$ cat src/design/fractal_value_noise_3d_macros.svh
// assertion macros for the fractal value noise block
// no dependencies; taken in by the files that carry assertions
`ifndef FRACTAL_VALUE_NOISE_3D_MACROS_SVH
`define FRACTAL_VALUE_NOISE_3D_MACROS_SVH
`ifndef SYNTHESIS
`define FVN_ASSERT_NOW(lbl, clk, rst, ante, cons) \
  lbl: assert property (@(posedge clk) disable iff (rst) (ante) |-> (cons)) \
    else $error("fvn3d assertion failed");
`define FVN_ASSERT_NEXT(lbl, clk, rst, ante, cons) \
  lbl: assert property (@(posedge clk) disable iff (rst) (ante) |=> (cons)) \
    else $error("fvn3d assertion failed");
`else
`define FVN_ASSERT_NOW(lbl, clk, rst, ante, cons)
`define FVN_ASSERT_NEXT(lbl, clk, rst, ante, cons)
`endif
`endif

$ cat src/design/fvn3d_ram.sv
// generic single-write, single-read ram with registered read data
// no dependencies
module fvn3d_ram #(
  parameter int WIDTH = 32,
  parameter int DEPTH = 64
) (
  input  logic                     clk,
  input  logic                     we,
  input  logic [$clog2(DEPTH)-1:0] waddr,
  input  logic [WIDTH-1:0]         wdata,
  input  logic [$clog2(DEPTH)-1:0] raddr,
  output logic [WIDTH-1:0]         rdata
);
  logic [WIDTH-1:0] mem [DEPTH];

  always_ff @(posedge clk) begin
    if (we) mem[waddr] <= wdata;
    rdata <= mem[raddr];
  end
endmodule

$ cat config.mk
export PLATFORM = sky130hd
export DESIGN_NAME = fvn3d_ram
export DESIGN_NICKNAME = d
export VERILOG_FILES = /design/src/design/fractal_value_noise_3d_macros.svh /design/src/design/fvn3d_ram.sv
export SDC_FILE = /design/constraint.sdc
export NUM_CORES = 2
export LEC_CHECK = 0
export BUFFER_PORTS_ARGS = -buffer_cell sky130_fd_sc_hd__buf_2
export CORE_ASPECT_RATIO = 0.9
export CORE_MARGIN = 2
export CORE_UTILIZATION = 45
export DETAILED_ROUTE_END_ITERATION = 7
export GPL_TIMING_DRIVEN = 0
export SLEW_MARGIN = 20
export SYNTH_ARGS = -nofsm -noshare
export SYNTH_HDL_FRONTEND = slang
export SYNTH_SLANG_ARGS = --single-unit
$ cat constraint.sdc
create_clock -name clk -period 5.9 [get_ports clk]
set_input_delay 1.18 -clock clk [delete_from_list [all_inputs] [get_ports clk]]
set_output_delay 1.18 -clock clk [all_outputs]
set_load 0.03 [all_outputs]
==> flow_summary.ini <==
[worst_setup_path]
critical_path_class = in2reg
crit_fanout = 10
worstPathArrival_ns = 5.55
cp.required_ns = 6.59
critPathLaunchType = primary input
endpoint_kind = flop

[synthesis]
yosysWarnings = 0
yosys.cell_types.count = 34
avgSynthCellArea_um2 = 23.6
yosysSeqAreaShare_pct = 79.1
syn_area_um2 = 78500
syn_inst = 3324
syn_nets = 3370
ys_ff_latch = 2080

[floorplan]
design.core.area_um2 = 173000
rows = 145
io_pins = 78
die_y_um = 400
die-area_um2 = 178000
dieWidth_um = 444
initial_core_util_pct = 45.3

[routing]
num_vias = 39900
viasPerCell = 6.43
drt_iter0_drc = 6934
ant_nets = 0
drtPass1Iterations = 6
drcViolationCount = 0
routedWlPerCell_um = 39.6
wl_mm = 246

[timing]
worst_slack_ns = 1.04
worst_pin_slew_ns = 1.23
hold_viol = 0
rsz0062_at_grt = false
fin_crit_sh_pct = 82.4
fmax_mhz = 206
slew_headroom_pct = 18.0
setup_tns_ns = 0
slew_violations = 0
finalSetupViolations = 0
post-route-min-period_ns = 4.86
fin_skew_ns = 0.0410

[placement]
place_congestion = 0.850
postPlaceCellArea_um2 = 85500
place_hpwl_mm = 161
io_buffers = 69
place_ws_ns = 0.127

[clocking]
cts_sinks = 2080
post_cts_buffers = 0
cts_hold_repair.buffers = 0
cts_resized = 0
cts-root-buf = clkbuf_16
clockBufferDepth = 3
path_clk_slew_ns = 0.06
htreeDepth = 4
clk_latency_ns = 0.85
numCtsBuffers = 203
cts_tree = built

[min_path]
hold_path_class = in2reg

[global_route]
grt_use_total_pct = 27.7
antenna_found_initial = 15
grt_max_degree = 65
overflow = 0
grt_pass1_wl_mm = 331
grt_pass1_vias = 38100

[run]
drv_cap = 0

[pwr]
ir_drop_mv = 0.255
powerDensity_nw_per_um2 = 338
power_w = 0.0311
leakage_nw = 28.8

[layout]
stdcell_area_um2 = 92100
drive_gt1_share_pct = 31.0
fillerInstances = 13100
area_growth_pct = 17.3
fin_nets = 3788

[outcome]
status = finished clean
==> layer usage <==
layer | track usage, % | part of all wire (%) | vias up
met2 | 41.6 | 46 | 2729
met1 | 39.2 | 38 | 21500
met5 | 0 | 0.015 | -
met3 | 6.46 | 12 | 473
li1 | - | - | 15200
met4 | 11.5 | 4.8 | 2
==> cell type report <==
| class | count | area (µm²) | area share, % |
|---|---|---|---|
| Antenna cell | 15 | 37.5 | 0.0407 |
| Buffer | 182 | 907 | 0.985 |
| Clock buffer | 270 | 5530 | 6.00 |
| Clock inverter | 103 | 1040 | 1.13 |
| Multi-Input combinational cell | 1062 | 16000 | 17.3 |
| Sequential cell | 2080 | 62100 | 67.4 |
| Tap cell | 2278 | 2850 | 3.09 |
| Timing Repair Buffer | 213 | 3650 | 3.96 |
==> final timing paths <==
kind              cells past startpoint          end   startpoint  slack [ns]
setup / recovery                      9    rdata[19]     raddr[1]        1.04
hold / removal                        1  mem[48][29]    wdata[29]        0.83
setup reg to reg                      5    rdata[19]  mem[43][19]        3.31
hold reg to reg                       4     rdata[4]   mem[13][4]        0.96
==> sequential cells by signal, indices dropped and copies added, names as in the netlist <==
register and count:
rdata 32, mem 2048
==> power breakdown <==
group | internal (W) | total (W) | switching (W) | leakage (nW)
combinational | 0.000577 | 0.00179 | 0.00121 | 6.87
sequential | 0.0164 | 0.0164 | 0.0000287 | 18.7
clock | 0.00733 | 0.0129 | 0.00561 | 3.21
==> cell usage in the layout, fill, tap and decap left out, drive strengths merged <==
cell type  synthesis  layout
edfxtp          2048    2048
mux4             544     544
clkbuf            74     345
buf              108     320
nor2             137     137
mux2i             93      93
o22ai             84      84
clkinv             0      77
a21oi             62      62
dfxtp             32      32
o221ai            27      27
nand2             26      26
bufinv             0      17
diode              0      15
nor2b             15      15
a22oi             12      12
nand2b             8       8
a311oi             8       8
nor3               7       7
inv                0       6
nand3b             5       5
nand3              5       5
or3b               5       5
and3               4       4
a41o               4       4
o32ai              4       4
or3                3       3
clkinvlp           0       3
or2                3       3
and2               2       2
nand4              2       2
a31oi              1       1
nand4b             1       1
==> Yosys cell counts <==
cell         n  area [µm²]
edfxtp_1  2048       61500
mux4_2     544       12300
nor2_1     137         514
mux2i_1     93         931
o22ai_1     84         526
clkbuf_1    74         278
a21oi_1     62         310
buf_2       57         285
dfxtp_1     32         641
o221ai_1    27         236
nand2_1     26        97.6
buf_4       25         188
buf_1       21        78.8
nor2b_1     15        93.8
a22oi_1     12        90.1
a311oi_1     8        70.1
nand2b_1     8        50.1
nor3_1       7        35.0
buf_6        5        56.3
nand3_1      5        25.0
nand3b_1     5        37.5
a41o_1       4        40.0
and3_1       4        25.0
o32ai_1      4        35.0
or3_1        3        18.8
or3b_2       3        26.3
and2_1       2        12.5
nand4_1      2        12.5
or3b_1       2        17.5
a31oi_1      1        6.26
nand4b_1     1        8.76
or2_0        1        6.26
or2_1        1        6.26
or2_2        1        6.26
==> critical path: stages <==
cell and delay (ns):
buf_2 0.43, buf_2 0.54, buf_2 0.42, clkbuf_1 0.89, mux4_2 0.43, mux2i_1 0.35
a21oi_1 0.40, a21oi_1 0.69, nor2_1 0.16
==> cells by family (layout without fill, tap and decap cells) <==
| group | Yosys count | in the layout | share of synthesized area, % |
|---|---|---|---|
| flip-flops | 2080 | 2080 | 79.1 |
| multiplexers | 637 | 637 | 16.8 |
| AND/OR/NAND/NOR | 223 | 223 | 1.27 |
| AO/OA/AOI/OAI | 202 | 202 | 1.67 |
| buffers and inverters | 182 | 768 | 1.13 |
| other | 0 | 15 | 0 |
==> through the flow <==
step                      hold WS [ns]  instances  utilization [%]
after floorplan                  0.663       3324                -
after global placement           0.923       5671             47.1
after detailed placement         0.930       5815             49.3
after CTS                        0.778       6188             53.1
after global routing             0.806       6194             53.1
final                            0.831       6203             53.1
No activity file was read; power rests on OpenSTA's default activity.
